--- src/sv/emmp_pkg.sv ---
// emmp_pkg: shared constants, codes, queue command type and a helper for the
// embedding mean/max pooling block. Depends on nothing.
package emmp_pkg;

  localparam int MAX_DIM     = 64;
  localparam int MAX_TOKENS  = 512;
  localparam int ELEM_W      = 16;
  localparam int OUT_W       = 16;
  localparam int DIM_W       = 6;
  localparam int LEN_W       = 7;
  localparam int POS_W       = 7;
  localparam int MODE_W      = 2;
  localparam int ACT_W       = 2;
  localparam int CFG_IDX_W   = 1;
  localparam int CFG_DATA_W  = 7;
  localparam int TOK_W       = $clog2(MAX_TOKENS + 1);
  localparam int ACC_W       = ELEM_W + TOK_W;
  localparam int QUEUE_DEPTH = 4;
  localparam int QPTR_W      = $clog2(QUEUE_DEPTH);

  typedef enum logic [ACT_W-1:0] {
    ACT_ELEM = 2'd0,
    ACT_EOT  = 2'd1,
    ACT_EMIT = 2'd2
  } action_e;

  typedef enum logic [MODE_W-1:0] {
    MODE_MEAN = 2'd0,
    MODE_MAX  = 2'd1,
    MODE_ZERO = 2'd2
  } mode_e;

  typedef enum logic [CFG_IDX_W-1:0] {
    CFG_POOL_MODE     = 1'b0,
    CFG_VECTOR_LENGTH = 1'b1
  } cfg_idx_e;

  typedef enum logic {
    CMD_FOLD = 1'b0,
    CMD_EMIT = 1'b1
  } cmd_e;

  typedef enum logic [2:0] {
    BK_IDLE,
    BK_RD,
    BK_CALC,
    BK_DIV,
    BK_OUT
  } back_state_e;

  typedef struct packed {
    cmd_e                     kind;
    logic [DIM_W-1:0]         addr;
    logic signed [ELEM_W-1:0] value;
    logic [TOK_W-1:0]         count;
    logic                     ovf;
  } cmd_t;

  function automatic logic [LEN_W-1:0] eff_len(input logic [LEN_W-1:0] vlen);
    logic [LEN_W-1:0] r;
    if (vlen == '0) begin
      r = LEN_W'(1);
    end else if (vlen > LEN_W'(MAX_DIM)) begin
      r = LEN_W'(MAX_DIM);
    end else begin
      r = vlen;
    end
    return r;
  endfunction

endpackage

--- src/sv/emmp_front.sv ---
// emmp_front: accepts input transfers, tracks element position, token count
// and overflow, and queues fold and emit commands. Depends on emmp_pkg.
module emmp_front (
  input  logic                               clk_i,
  input  logic                               rst_ni,
  input  logic                               s_valid_i,
  output logic                               s_ready_o,
  input  logic [emmp_pkg::ACT_W-1:0]         action_i,
  input  logic signed [emmp_pkg::ELEM_W-1:0] value_i,
  input  logic [emmp_pkg::LEN_W-1:0]         len_i,
  input  logic                               full_i,
  output logic                               push_o,
  output emmp_pkg::cmd_t                     cmd_o
);

  logic [emmp_pkg::POS_W-1:0] pos_q, pos_d;
  logic [emmp_pkg::TOK_W-1:0] tok_q, tok_d, tok_cl;
  logic                       ovf_q, ovf_d, ovf_cl;
  logic                       accept;
  logic                       tok_full;

  assign s_ready_o = !full_i;
  assign accept    = s_valid_i && !full_i;
  assign tok_full  = (tok_q >= emmp_pkg::TOK_W'(emmp_pkg::MAX_TOKENS));

  always_comb begin
    tok_cl = tok_q;
    ovf_cl = ovf_q;
    if (tok_full) begin
      ovf_cl = 1'b1;
    end else begin
      tok_cl = tok_q + emmp_pkg::TOK_W'(1);
    end
  end

  always_comb begin
    pos_d  = pos_q;
    tok_d  = tok_q;
    ovf_d  = ovf_q;
    push_o = 1'b0;
    cmd_o  = '{kind: emmp_pkg::CMD_FOLD, addr: pos_q[emmp_pkg::DIM_W-1:0],
               value: value_i, count: tok_q, ovf: ovf_q};
    if (accept) begin
      case (action_i)
        emmp_pkg::ACT_ELEM: begin
          if (({1'b0, pos_q} < {1'b0, len_i}) && !tok_full) begin
            push_o = 1'b1;
          end
          if (pos_q != '1) begin
            pos_d = pos_q + emmp_pkg::POS_W'(1);
          end
        end
        emmp_pkg::ACT_EOT: begin
          tok_d = tok_cl;
          ovf_d = ovf_cl;
          pos_d = '0;
        end
        emmp_pkg::ACT_EMIT: begin
          push_o     = 1'b1;
          cmd_o.kind = emmp_pkg::CMD_EMIT;
          if (pos_q != '0) begin
            cmd_o.count = tok_cl;
            cmd_o.ovf   = ovf_cl;
          end
          pos_d = '0;
          tok_d = '0;
          ovf_d = 1'b0;
        end
        default: ;
      endcase
    end
  end

  always_ff @(posedge clk_i or negedge rst_ni) begin
    if (!rst_ni) begin
      pos_q <= '0;
      tok_q <= '0;
      ovf_q <= 1'b0;
    end else begin
      pos_q <= pos_d;
      tok_q <= tok_d;
      ovf_q <= ovf_d;
    end
  end

endmodule

--- src/sv/emmp_queue.sv ---
// emmp_queue: short command queue between the front and back parts.
// Depends on emmp_pkg for the command type and depth.
module emmp_queue (
  input  logic           clk_i,
  input  logic           rst_ni,
  input  logic           push_i,
  input  emmp_pkg::cmd_t cmd_i,
  output logic           full_o,
  input  logic           pop_i,
  output logic           empty_o,
  output emmp_pkg::cmd_t head_o
);

  emmp_pkg::cmd_t              slot_q [emmp_pkg::QUEUE_DEPTH];
  logic [emmp_pkg::QPTR_W-1:0] wr_q, rd_q;
  logic [emmp_pkg::QPTR_W:0]   cnt_q;

  assign full_o  = (cnt_q == (emmp_pkg::QPTR_W+1)'(emmp_pkg::QUEUE_DEPTH));
  assign empty_o = (cnt_q == '0);
  assign head_o  = slot_q[rd_q];

  always_ff @(posedge clk_i) begin
    if (push_i) begin
      slot_q[wr_q] <= cmd_i;
    end
  end

  always_ff @(posedge clk_i or negedge rst_ni) begin
    if (!rst_ni) begin
      wr_q  <= '0;
      rd_q  <= '0;
      cnt_q <= '0;
    end else begin
      if (push_i) begin
        wr_q <= wr_q + emmp_pkg::QPTR_W'(1);
      end
      if (pop_i) begin
        rd_q <= rd_q + emmp_pkg::QPTR_W'(1);
      end
      case ({push_i, pop_i})
        2'b10:   cnt_q <= cnt_q + (emmp_pkg::QPTR_W+1)'(1);
        2'b01:   cnt_q <= cnt_q - (emmp_pkg::QPTR_W+1)'(1);
        default: ;
      endcase
    end
  end

endmodule

--- src/sv/emmp_div.sv ---
// emmp_div: bit-serial restoring divider, signed sum by unsigned token count,
// quotient truncated toward zero. Depends on emmp_pkg for widths.
module emmp_div (
  input  logic                              clk_i,
  input  logic                              rst_ni,
  input  logic                              start_i,
  input  logic signed [emmp_pkg::ACC_W-1:0] dividend_i,
  input  logic [emmp_pkg::TOK_W-1:0]        divisor_i,
  output logic                              done_o,
  output logic signed [emmp_pkg::ACC_W:0]   quot_o
);

  localparam int CNT_W = $clog2(emmp_pkg::ACC_W);

  logic                         busy_q;
  logic                         done_q;
  logic [CNT_W-1:0]             cnt_q;
  logic                         neg_q;
  logic [emmp_pkg::TOK_W-1:0]   dvs_q;
  logic [emmp_pkg::TOK_W:0]     rem_q;
  logic [emmp_pkg::ACC_W-1:0]   quo_q;
  logic [emmp_pkg::TOK_W:0]     rem_sh;
  logic [emmp_pkg::TOK_W+1:0]   trial;
  logic                         ge;
  logic [emmp_pkg::ACC_W-1:0]   mag;
  logic signed [emmp_pkg::ACC_W:0] q_ext;

  assign mag    = dividend_i[emmp_pkg::ACC_W-1] ? emmp_pkg::ACC_W'(-dividend_i)
                                                : emmp_pkg::ACC_W'(dividend_i);
  assign rem_sh = {rem_q[emmp_pkg::TOK_W-1:0], quo_q[emmp_pkg::ACC_W-1]};
  assign trial  = {1'b0, rem_sh} - {2'b00, dvs_q};
  assign ge     = !trial[emmp_pkg::TOK_W+1];
  assign q_ext  = $signed({1'b0, quo_q});
  assign quot_o = neg_q ? -q_ext : q_ext;
  assign done_o = done_q;

  always_ff @(posedge clk_i) begin
    if (start_i) begin
      neg_q <= dividend_i[emmp_pkg::ACC_W-1];
      dvs_q <= divisor_i;
      rem_q <= '0;
      quo_q <= mag;
    end else if (busy_q) begin
      rem_q <= ge ? trial[emmp_pkg::TOK_W:0] : rem_sh;
      quo_q <= {quo_q[emmp_pkg::ACC_W-2:0], ge};
    end
  end

  always_ff @(posedge clk_i or negedge rst_ni) begin
    if (!rst_ni) begin
      busy_q <= 1'b0;
      done_q <= 1'b0;
      cnt_q  <= '0;
    end else begin
      done_q <= 1'b0;
      if (start_i) begin
        busy_q <= 1'b1;
        cnt_q  <= CNT_W'(emmp_pkg::ACC_W - 1);
      end else if (busy_q) begin
        if (cnt_q == '0) begin
          busy_q <= 1'b0;
          done_q <= 1'b1;
        end else begin
          cnt_q <= cnt_q - CNT_W'(1);
        end
      end
    end
  end

endmodule

--- src/sv/emmp_back.sv ---
// emmp_back: executes queued commands on the accumulator RAM (fold by
// read-modify-write with forwarding, emit by walking the dimensions).
// Depends on emmp_pkg and emmp_div.
module emmp_back (
  input  logic                               clk_i,
  input  logic                               rst_ni,
  input  logic                               empty_i,
  input  emmp_pkg::cmd_t                     head_i,
  output logic                               pop_o,
  input  logic [emmp_pkg::MODE_W-1:0]        mode_i,
  input  logic [emmp_pkg::LEN_W-1:0]         len_i,
  output logic                               m_valid_o,
  input  logic                               m_ready_i,
  output logic signed [emmp_pkg::OUT_W-1:0]  pooled_o,
  output logic [emmp_pkg::DIM_W-1:0]         dim_o,
  output logic                               last_o,
  output logic                               ovf_o
);

  localparam int ACC_W = emmp_pkg::ACC_W;
  localparam logic signed [ACC_W:0] SAT_HI = (ACC_W+1)'(2 ** (emmp_pkg::OUT_W - 1) - 1);
  localparam logic signed [ACC_W:0] SAT_LO = (ACC_W+1)'(-(2 ** (emmp_pkg::OUT_W - 1)));

  function automatic logic signed [emmp_pkg::OUT_W-1:0] sat(input logic signed [ACC_W:0] x);
    logic signed [emmp_pkg::OUT_W-1:0] r;
    if (x > SAT_HI) begin
      r = SAT_HI[emmp_pkg::OUT_W-1:0];
    end else if (x < SAT_LO) begin
      r = SAT_LO[emmp_pkg::OUT_W-1:0];
    end else begin
      r = x[emmp_pkg::OUT_W-1:0];
    end
    return r;
  endfunction

  emmp_pkg::back_state_e state_q, state_d;

  logic signed [ACC_W-1:0]           mem [emmp_pkg::MAX_DIM];
  logic [emmp_pkg::MAX_DIM-1:0]      vld_q;
  logic signed [ACC_W-1:0]           rdata_q;
  logic [emmp_pkg::DIM_W-1:0]        rd_addr_q;
  logic                              rd_vld_q;
  logic [emmp_pkg::DIM_W-1:0]        raddr;

  logic                              fwd_v_q;
  logic [emmp_pkg::DIM_W-1:0]        fwd_addr_q;
  logic signed [ACC_W-1:0]           fwd_data_q;

  logic                              fold_v_q;
  logic [emmp_pkg::DIM_W-1:0]        fold_addr_q;
  logic signed [emmp_pkg::ELEM_W-1:0] fold_val_q;
  logic signed [ACC_W-1:0]           fold_ext;

  logic [emmp_pkg::DIM_W-1:0]        dim_q;
  logic [emmp_pkg::TOK_W-1:0]        count_q;
  logic                              eovf_q;
  logic signed [emmp_pkg::OUT_W-1:0] res_q, res_d;

  logic                              out_v_q;
  logic signed [emmp_pkg::OUT_W-1:0] out_val_q;
  logic [emmp_pkg::DIM_W-1:0]        out_dim_q;
  logic                              out_last_q;
  logic                              out_ovf_q;

  logic signed [ACC_W-1:0]           rd_eff;
  logic signed [ACC_W-1:0]           wdata;
  logic                              wr_en;
  logic                              is_mean, is_max;
  logic                              out_free, last_dim, load_out, clr;
  logic                              div_start, div_done;
  logic                              pop_fold, pop_emit;
  logic signed [ACC_W:0]             div_quot;

  assign is_mean  = (mode_i == emmp_pkg::MODE_MEAN);
  assign is_max   = (mode_i == emmp_pkg::MODE_MAX);
  assign out_free = !out_v_q || m_ready_i;
  assign last_dim = ({1'b0, dim_q} == (len_i - emmp_pkg::LEN_W'(1)));

  assign rd_eff   = (fwd_v_q && (fwd_addr_q == rd_addr_q)) ? fwd_data_q
                  : (rd_vld_q ? rdata_q : '0);
  assign fold_ext = $signed({{(ACC_W - emmp_pkg::ELEM_W){fold_val_q[emmp_pkg::ELEM_W-1]}},
                             fold_val_q});

  // next state
  always_comb begin
    state_d = state_q;
    unique case (state_q)
      emmp_pkg::BK_IDLE: begin
        if (!empty_i && (head_i.kind == emmp_pkg::CMD_EMIT)) begin
          state_d = emmp_pkg::BK_RD;
        end
      end
      emmp_pkg::BK_RD:   state_d = emmp_pkg::BK_CALC;
      emmp_pkg::BK_CALC: begin
        state_d = (is_mean && (count_q != '0)) ? emmp_pkg::BK_DIV : emmp_pkg::BK_OUT;
      end
      emmp_pkg::BK_DIV: begin
        if (div_done) begin
          state_d = emmp_pkg::BK_OUT;
        end
      end
      emmp_pkg::BK_OUT: begin
        if (out_free) begin
          state_d = last_dim ? emmp_pkg::BK_IDLE : emmp_pkg::BK_RD;
        end
      end
      default: state_d = emmp_pkg::BK_IDLE;
    endcase
  end

  // state outputs
  always_comb begin
    pop_o     = (state_q == emmp_pkg::BK_IDLE) && !empty_i;
    pop_fold  = pop_o && (head_i.kind == emmp_pkg::CMD_FOLD);
    pop_emit  = pop_o && (head_i.kind == emmp_pkg::CMD_EMIT);
    raddr     = (state_q == emmp_pkg::BK_IDLE) ? head_i.addr : dim_q;
    div_start = (state_q == emmp_pkg::BK_CALC) && is_mean && (count_q != '0);
    load_out  = (state_q == emmp_pkg::BK_OUT) && out_free;
    clr       = load_out && last_dim;
  end

  always_comb begin
    res_d = res_q;
    if (state_q == emmp_pkg::BK_CALC) begin
      res_d = is_max ? sat($signed({rd_eff[ACC_W-1], rd_eff})) : '0;
    end else if ((state_q == emmp_pkg::BK_DIV) && div_done) begin
      res_d = sat(div_quot);
    end
  end

  always_comb begin
    wr_en = fold_v_q && (is_mean || is_max);
    wdata = rd_eff;
    if (is_mean) begin
      wdata = rd_eff + fold_ext;
    end else if (fold_ext > rd_eff) begin
      wdata = fold_ext;
    end
  end

  emmp_div u_div (
    .clk_i      (clk_i),
    .rst_ni     (rst_ni),
    .start_i    (div_start),
    .dividend_i (rd_eff),
    .divisor_i  (count_q),
    .done_o     (div_done),
    .quot_o     (div_quot)
  );

  always_ff @(posedge clk_i) begin
    if (wr_en) begin
      mem[fold_addr_q] <= wdata;
    end
    rdata_q   <= mem[raddr];
    rd_addr_q <= raddr;
    rd_vld_q  <= vld_q[raddr];
  end

  always_ff @(posedge clk_i) begin
    fold_addr_q <= head_i.addr;
    fold_val_q  <= head_i.value;
    res_q       <= res_d;
    if (wr_en) begin
      fwd_addr_q <= fold_addr_q;
      fwd_data_q <= wdata;
    end
    if (pop_emit) begin
      count_q <= head_i.count;
      eovf_q  <= head_i.ovf;
    end
    if (load_out) begin
      out_val_q  <= res_q;
      out_dim_q  <= dim_q;
      out_last_q <= last_dim;
      out_ovf_q  <= eovf_q;
    end
  end

  always_ff @(posedge clk_i or negedge rst_ni) begin
    if (!rst_ni) begin
      state_q  <= emmp_pkg::BK_IDLE;
      vld_q    <= '0;
      fwd_v_q  <= 1'b0;
      fold_v_q <= 1'b0;
      dim_q    <= '0;
      out_v_q  <= 1'b0;
    end else begin
      state_q  <= state_d;
      fold_v_q <= pop_fold;
      if (clr) begin
        vld_q   <= '0;
        fwd_v_q <= 1'b0;
      end else if (wr_en) begin
        vld_q[fold_addr_q] <= 1'b1;
        fwd_v_q            <= 1'b1;
      end
      if (pop_emit) begin
        dim_q <= '0;
      end else if (load_out && !last_dim) begin
        dim_q <= dim_q + emmp_pkg::DIM_W'(1);
      end
      if (load_out) begin
        out_v_q <= 1'b1;
      end else if (m_ready_i) begin
        out_v_q <= 1'b0;
      end
    end
  end

  assign m_valid_o = out_v_q;
  assign pooled_o  = out_val_q;
  assign dim_o     = out_dim_q;
  assign last_o    = out_last_q;
  assign ovf_o     = out_ovf_q;

endmodule

--- src/sv/embedding_mean_max_pooling.sv ---
// embedding_mean_max_pooling: top level with configuration registers, front,
// command queue and back. Depends on emmp_pkg, emmp_front, emmp_queue, emmp_back.
// Throughput: one input transfer per cycle while the queue has room; folds run one
// per cycle through the accumulator RAM with write forwarding while the back part
// is idle. Emit: each dimension walks read, calc, divide (mean mode, nonzero count)
// and output states. Async reset clears control state and valid bits, not the RAM.
module embedding_mean_max_pooling (
  input  logic                                 clk_i,
  input  logic                                 rst_ni,
  input  logic                                 cfg_we_i,
  input  logic [emmp_pkg::CFG_IDX_W-1:0]       cfg_idx_i,
  input  logic [emmp_pkg::CFG_DATA_W-1:0]      cfg_data_i,
  input  logic                                 s_axis_tvalid,
  output logic                                 s_axis_tready,
  input  logic [15:0]                          s_axis_tdata,  // element_value
  input  logic [emmp_pkg::ACT_W-1:0]           s_axis_tuser,  // action
  output logic                                 m_axis_tvalid,
  input  logic                                 m_axis_tready,
  output logic [23:0]                          m_axis_tdata,  // pooled_value, dim_index
  output logic                                 m_axis_tlast,  // last_of_vector
  output logic [0:0]                           m_axis_tuser   // token_overflow
);

  logic [emmp_pkg::MODE_W-1:0]      mode_q;
  logic [emmp_pkg::LEN_W-1:0]       vlen_q;
  logic [emmp_pkg::LEN_W-1:0]       len;
  logic                             q_push, q_pop, q_full, q_empty;
  emmp_pkg::cmd_t                   q_in, q_head;
  logic signed [emmp_pkg::OUT_W-1:0] pooled;
  logic [emmp_pkg::DIM_W-1:0]       dim;
  logic                             ovf;

  assign len = emmp_pkg::eff_len(vlen_q);

  always_ff @(posedge clk_i or negedge rst_ni) begin
    if (!rst_ni) begin
      mode_q <= emmp_pkg::MODE_MEAN;
      vlen_q <= emmp_pkg::LEN_W'(emmp_pkg::MAX_DIM);
    end else if (cfg_we_i) begin
      unique case (cfg_idx_i)
        emmp_pkg::CFG_POOL_MODE:     mode_q <= cfg_data_i[emmp_pkg::MODE_W-1:0];
        emmp_pkg::CFG_VECTOR_LENGTH: vlen_q <= cfg_data_i[emmp_pkg::LEN_W-1:0];
        default: ;
      endcase
    end
  end

  emmp_front u_front (
    .clk_i     (clk_i),
    .rst_ni    (rst_ni),
    .s_valid_i (s_axis_tvalid),
    .s_ready_o (s_axis_tready),
    .action_i  (s_axis_tuser),
    .value_i   ($signed(s_axis_tdata)),
    .len_i     (len),
    .full_i    (q_full),
    .push_o    (q_push),
    .cmd_o     (q_in)
  );

  emmp_queue u_queue (
    .clk_i   (clk_i),
    .rst_ni  (rst_ni),
    .push_i  (q_push),
    .cmd_i   (q_in),
    .full_o  (q_full),
    .pop_i   (q_pop),
    .empty_o (q_empty),
    .head_o  (q_head)
  );

  emmp_back u_back (
    .clk_i     (clk_i),
    .rst_ni    (rst_ni),
    .empty_i   (q_empty),
    .head_i    (q_head),
    .pop_o     (q_pop),
    .mode_i    (mode_q),
    .len_i     (len),
    .m_valid_o (m_axis_tvalid),
    .m_ready_i (m_axis_tready),
    .pooled_o  (pooled),
    .dim_o     (dim),
    .last_o    (m_axis_tlast),
    .ovf_o     (ovf)
  );

  assign m_axis_tdata = {2'b00, dim, pooled};
  assign m_axis_tuser = ovf;

  a_no_push_when_full: assert property (
    @(posedge clk_i) disable iff (!rst_ni) q_push |-> !q_full
  ) else $error("command pushed into a full queue");

  a_no_pop_when_empty: assert property (
    @(posedge clk_i) disable iff (!rst_ni) q_pop |-> !q_empty
  ) else $error("command popped from an empty queue");

endmodule

--- config.mk ---
export PLATFORM = sky130hd
export DESIGN_NAME = embedding_mean_max_pooling
export DESIGN_NICKNAME = d
export VERILOG_FILES = /design/src/sv/emmp_pkg.sv /design/src/sv/emmp_front.sv /design/src/sv/emmp_queue.sv /design/src/sv/emmp_div.sv /design/src/sv/emmp_back.sv /design/src/sv/embedding_mean_max_pooling.sv
export SDC_FILE = /design/constraint.sdc
export NUM_CORES = 2
export LEC_CHECK = 0
export ABC_AREA = 0
export BUFFER_PORTS_ARGS = -buffer_cell sky130_fd_sc_hd__buf_2
export CORE_UTILIZATION = 50
export CTS_BUF_LIST = sky130_fd_sc_hd__clkbuf_4 sky130_fd_sc_hd__clkbuf_8
export CTS_CLUSTER_DIAMETER = 40
export CTS_CLUSTER_SIZE = 8
export DETAILED_ROUTE_END_ITERATION = 6
export PLACE_DENSITY = 0.66
export REMOVE_ABC_BUFFERS = 1
export SYNTH_ARGS = -nofsm -noshare
export SYNTH_HDL_FRONTEND = slang
export SYNTH_SLANG_ARGS = --single-unit
--- constraint.sdc ---
create_clock -name clk_i -period 8.9 [get_ports clk_i]
set_input_delay 0.89 -clock clk_i [delete_from_list [all_inputs] [get_ports clk_i]]
set_output_delay 0.89 -clock clk_i [all_outputs]
set_load 0.1 [all_outputs]
Word level (Yosys, flattened, before mapping). Memories as Yosys holds them, arrays and structs flattened. A register that Yosys moved wholly into a read port is not among the register bits. Cells that the tools add are included.

Register bits: 276. RAM bits: 1800. Input port bits: 31. Output and inout port bits: 28. Word-level logic and storage cells: 193. Memories: 2.

Memories: u_back.mem (words 64, bits a word 26, read ports 1, clocked after memory_dff 1, wr ports 1, RTL line emmp_back.sv:38) `logic signed [ACC_W-1:0] mem [emmp_pkg::MAX_DIM];`; u_queue.slot_q (words 4, bits a word 34, read ports 1, clocked after memory_dff 0, wr ports 1, RTL line emmp_queue.sv:14) `emmp_pkg::cmd_t slot_q [emmp_pkg::QUEUE_DEPTH];`.

$add $sub $neg: 13. $lt $le $gt $ge: 11. Equal/unequal tests: 18. Mux-type cells: 65. Bitwise logic cells: 3. Reductions and logical operators: 47.

Operators by type and width (number): $mux 26 (7); $mux 64 (2); $mux 16 (7); $or 64x64->64 (1); $mux 11 (3); $gt 27x16->1 const B (1); $lt 27x16->1 const B (1); $mux 27 (1); $neg 26->27 (1); $add 26x16->26 (1); $gt 16x26->1 (1); $gt 26x16->1 const B (1); $lt 26x16->1 const B (1); $neg 26->26 (1); $mux 1 (22); $mux 7 (3); $mux 10 (2); $pmux 10 s2 (1); $mux 6 (3); $logic_and 1x1->1 (16); $reduce_bool 2->1 (8); $mux 5 (3); $pmux 3 s5 (1); $lt 6x7->1 const B (2); other kinds (41) (67).

Logic depth before layout (Yosys ltp).
Depth in word-level cells: 10. Gate-level depth with buffers: 21. Depth with buffers taken out: 16.

By module. A second synthesis with hierarchy kept.

Cells, all modules: 6953. Area total of the unflattened synthesis: 87418.8 um^2.

By module, submodules not included: emmp_back (instances 1, cells an instance 6119, area an instance 76417.0 um^2, seq. area each 55463.2 um^2); emmp_queue (instances 1, cells an instance 215, area an instance 5357.6 um^2, seq. area each 4259.1 um^2); emmp_div (instances 1, cells an instance 393, area an instance 3636.0 um^2, seq. area each 1486.4 um^2); emmp_front (instances 1, cells an instance 194, area an instance 1587.8 um^2, seq. area each 450.4 um^2); embedding_mean_max_pooling (instances 1, cells an instance 32, area an instance 420.4 um^2, seq. area each 226.5 um^2).

Worst setup path after synthesis. OpenSTA, ideal clock, no wires.

Path kind: register to register. Start point: reg u_back.fwd_addr_q[5] (netlist name). End point: reg u_back.fwd_data_q[21], data pin. Setup time: 1.021 ns. Arrival: 7.719 ns. Data required time: 7.879 ns. Setup slack: 0.160 ns. Cell stages (with the launch flop): 19. Path buffers: 4. Clock period less this slack: 8.740 ns. Cell sequence: edfxtp_1 xor2_1 or3_1 buf_6 nor2_8 buf_2 buf_2 buf_2 nand2_1 o21ai_1 inv_1 ha_1 nand2b_1 a21oi_1 o21ai_0 a211oi_1 o211ai_1 a21oi_1 o311ai_0.

Longest elaborated chain between the ends: 6. Elaborated cells on any way between the ends: 7. Those cells by class: 1 x add/sub; 1 x order compare; 1 x eq/ne; 3 x mux; 1 x reduce/logical.

Ends and longest elaborated chain: from (decl) (RTL line emmp_back.sv:46) `logic [emmp_pkg::DIM_W-1:0] fwd_addr_q;`; from (signal assigned) (RTL line emmp_back.sv:165) `fwd_addr_q <= fold_addr_q;`; $eq 6x6->1 (*) (RTL line emmp_back.sv:79) `assign rd_eff = (fwd_v_q && (fwd_addr_q == rd_addr_q)) ? fwd_data_q`; $logic_and 1x1->1 (*) (RTL line emmp_back.sv:79); $mux 26 (*) (RTL line emmp_back.sv:79); $gt 16x26->1 (RTL line emmp_back.sv:136) `end else if (fold_ext > rd_eff) begin`; $mux 26 (RTL line emmp_back.sv:136); $mux 26 (*) (RTL line emmp_back.sv:134) `if (is_mean) begin`; net u_back.wdata[21] (RTL line emmp_back.sv:66) `logic signed [ACC_W-1:0] wdata;`; to (signal assigned) (RTL line emmp_back.sv:166) `fwd_data_q <= wdata;`; to (decl) (RTL line emmp_back.sv:47) `logic signed [ACC_W-1:0] fwd_data_q;`.

The timed path passes the listed nets; every way through them passes the cells marked *. A chain may end at the register's enable or synchronous reset.

Final worst setup path.
Start point: reg u_back.fwd_addr_q[5] (netlist name). End point: mem u_back.mem[53][11] (netlist name), data pin.

Longest elaborated chain between the ends: 6. Elaborated cells on any way between the ends: 7. Those cells by class: 1 x add/sub; 1 x order compare; 1 x eq/ne; 3 x mux; 1 x reduce/logical.

Ends and longest elaborated chain (RTL line): $eq 6x6->1 (*) (emmp_back.sv:79); $logic_and 1x1->1 (*) (emmp_back.sv:79); $mux 26 (*) (emmp_back.sv:79); $gt 16x26->1 (emmp_back.sv:136); $mux 26 (emmp_back.sv:136); $mux 26 (*) (emmp_back.sv:134); net u_back.wdata[11] (emmp_back.sv:66); to (decl) (emmp_back.sv:38).

Marked as above.

==> run summary <==
Status -> finished, violations left
Failing checks -> design-rule violations
Netlist cell types -> 97
Placed insts -> 8,112
Sink Count -> 2,102
Synth Area in Simple Gates -> 7.549%
Max Slew Vio Count -> 0
Multi-input logic area -> 0.02389 sq mm
Critical path class -> reg -> reg
First-pass DRT Iterations -> 7
Startpoint Class -> flip-flop
TritonCTS clock tree -> yes
Routed WL per cell -> 28.46 um
Final Hold Vio Count -> 0
Pwr dens -> 432.9 mW/mm^2
Synth Area in Adders -> 1.380%
Finished Layout Cells -> 8,645
Placement Cell Area -> 0.09076 sq mm
Initial DRC count -> 6,566
First-pass GRT wire length -> 354,000 um
# rows -> 152
Largest net degree at the start of global routing -> 130
Yosys top cell area share -> 66.38%
Number of global-route vias before repair -> 52,650
Worst r2r path cells -> 17
Post_cts resized -> 0
Detailed placer's ending HPWL -> 134,800 um
DRC -> 1
Area grow syn2layout -> 11.71%
Req. time, crit path -> 9730 ps
Final setup vio count -> 0
Tcrit/Tclk final -> 76.27%
Root Buffer -> clkbuf_8
Critical Path Sink Type -> flip-flop
Final wirelength -> 246,000 um
CP Max Fanout -> 45
Nets -> 6,269
Clk Latency, worst-skew pair -> 1060 ps
Final min period -> 6788 ps
Initial Util -> 50.47%
TritonCTS Buffers -> 335
Top FF cell, synth -> edfxtp_1
Htree depth -> 5
Total GRT Usage -> 27.83%
Post-synth EDFFs -> 1,920
Via density -> 6.265
Postcts setup bufs -> 0
Hold Crit Class -> in -> reg
Vias -> 54,157
Core area -> 0.1721 sq mm
Share of layout cells above drive strength 1 -> 15.30%
Mux contribution to synthesized area -> 7.374%
IR drop worst, VDD -> 0.0006386 V
Area of the die -> 0.1754 sq mm
Chip height -> 418.8 um
Clock-pin slew on the worst setup and hold paths -> 60 ps
Hold_buf cts -> 5
Sequential element share of the synthesized area -> 71.25%
Clock buffer depth -> 4
Synth Area in XOR/XNOR -> 0.9277%
IO Port Bufs -> 56
Async set-reset flop share out of synthesis -> 5.566%
WHS Path Cells -> 1
Worst slew margin -> 11.42%
Pre-CTS setup slack -> 2258 ps
Initial antenna violation count -> 15
Ports -> 59
Max cap viols -> 0
R2r setup slk -> 2110 ps
FF/Latch Area -> 0.06189 sq mm
Die W -> 418.8 um
Fmax -> 147.3 MHz
Biggest area consumer among synthesized cells -> edfxtp_1
Filler cells -> 13,486
Skew final -> 98.23 ps
Total grt overflow -> 0
Final worst slack -> 2112 ps
GP Congestion -> 0.8862
Register bit count reported by yosys -> 2,102
Final ANT Viol Nets -> 0
Main combinational cell family by area after synthesis -> compound AO/OA/AOI/OAI gates
Least-Margin Pin Slew -> 1301 ps
Leakage -> 32.83 nW
Post-Syn Area -> 0.08686 sq mm
Design Area, Final -> 0.09703 sq mm
RSZ-0062 raised after global routing -> no
Ys Warns -> 0
Compound-cell area share of the yosys netlist -> 9.243%
Ranking of synthesized cells by area -> edfxtp_1 (66%), mux2i_1 (6.3%), dfrtp_1 (3.3%)
Post-synthesis area per instance -> 14.63 sq um
Synth Instances -> 5,939
Arrival @ worst endpoint -> 7610 ps
-- metrics by stage --
| step | hold slack [ps] | setup TNS (ps) | power [mW] | util (%) |
|---|---|---|---|---|
| final | 90.25 | 0 | 42.00 | 56.38 |
| after detailed placement | 404.5 | 0 | 33.91 | 52.73 |
| after floorplan | 400.3 | -707240 | 27.66 | - |
| after CTS | 0.8735 | 0 | 41.85 | 56.37 |
| after global placement | 401.4 | 0 | 33.60 | 52.73 |
| after global routing | 41.09 | 0 | 43.65 | 56.37 |
-- critical path, cell delays in order (launching register included) --
cell      delay (ps)
edfxtp_1         390
xor2_1           170
or3_1            550
nor2_8           490
nand2_1          130
o21ai_2           70
buf_4            300
inv_1            360
ha_1             470
nand4_1          110
nor3_1           310
or4b_1           500
o221ai_1          90
buf_4            280
or2_1            630
o21ai_0          280
o21ai_4         1000
buf_4            390
-- cells in the final DEF, fill, tap and decap left out, drive strengths merged, types with 34 or more instances in the layout --
master,netlist,layout
a22oi,80,80
o21a,84,84
mux4,34,34
o311ai,52,52
edfxtp,1920,1920
nand2,757,757
a31oi,36,36
a21oi,313,313
o21ai,141,141
ha,91,91
dfxtp,65,65
o221ai,118,118
buf,168,232
a221oi,106,106
nand3,176,176
nand4,76,76
dfrtp,116,116
xnor2,60,60
clkbuf,202,469
mux2i,548,548
nor2,230,230
inv,103,105
-- layer usage --
metal	vias up	track usage, %	routed length (um)
met4	12	11.60	10110
met3	569	6.066	23990
met2	2901	43.35	113400
met1	27327	37.93	98440
met5	-	0	90
li1	23348	-	-
-- synth_stat cells, types with 91 or more instances --
master and count:
edfxtp_1 1920, nand2_1 756, nand3_1 175, nor2_1 219, ha_1 91, a221oi_1 105
clkbuf_1 202, a21oi_1 312, mux2i_1 546, inv_1 96, o221ai_1 109, dfrtp_1 116
o21ai_0 130, buf_2 106
-- state kept, by name (all words and copies together), names as in the netlist, 7 cells and up --
register            cells
u_back.count_q         10
u_back.fold_val_q      16
u_back.fwd_data_q      26
u_back.mem           1664
u_back.pooled_o        16
u_back.rdata_q         26
u_back.res_q           16
u_back.u_div.dvs_q     10
u_back.u_div.quo_q     26
u_back.u_div.rem_q     10
u_back.vld_q           64
u_front.pos_q           7
u_front.tok_q          10
u_queue.slot_q        136
vlen_q                  7
-- worst paths after layout --
path	to	from
max	u_back.mem[53][11]	u_back.fwd_addr_q[5]
min	u_queue.slot_q[3][13]	s_axis_tdata[2]
max reg2reg	u_back.mem[53][11]	u_back.fwd_addr_q[5]
min reg2reg	u_back.pooled_o[6]	u_back.res_q[6]
max in group asynchronous	u_back.vld_q[63]	rst_ni
min in group asynchronous	u_back.m_valid_o	rst_ni
-- final cells by class --
| class | count | area share (%) |
|---|---|---|
| sequential | 2102 | 63.78 |
| multi-input combinational | 3364 | 24.62 |
| clock buffer | 469 | 5.859 |
| tap | 2310 | 2.979 |
| timing repair buffer | 237 | 1.786 |
| clock inverter | 52 | 0.5338 |
| inverter | 104 | 0.4229 |
| antenna | 7 | 0.01805 |
-- logic make-up (layout without fill, tap and decap cells) --
kind of cell / after synthesis / count (layout)
compound gates: 1142 / 1142
other cells: 1 / 9
fa+ha+maj: 94 / 94
mux: 595 / 595
simple gates: 1439 / 1439
xor+xnor: 92 / 92
buf+inv: 474 / 862
flops: 2102 / 2102
-- power by group --
part           leakage (nW)  internal (mW)  switching (mW)
Combinational          10.1           4.93            13.3
Sequential             19.4           15.2           0.597
Clock                  3.28           4.33            3.64
No activity file was read; power rests on OpenSTA's default activity.
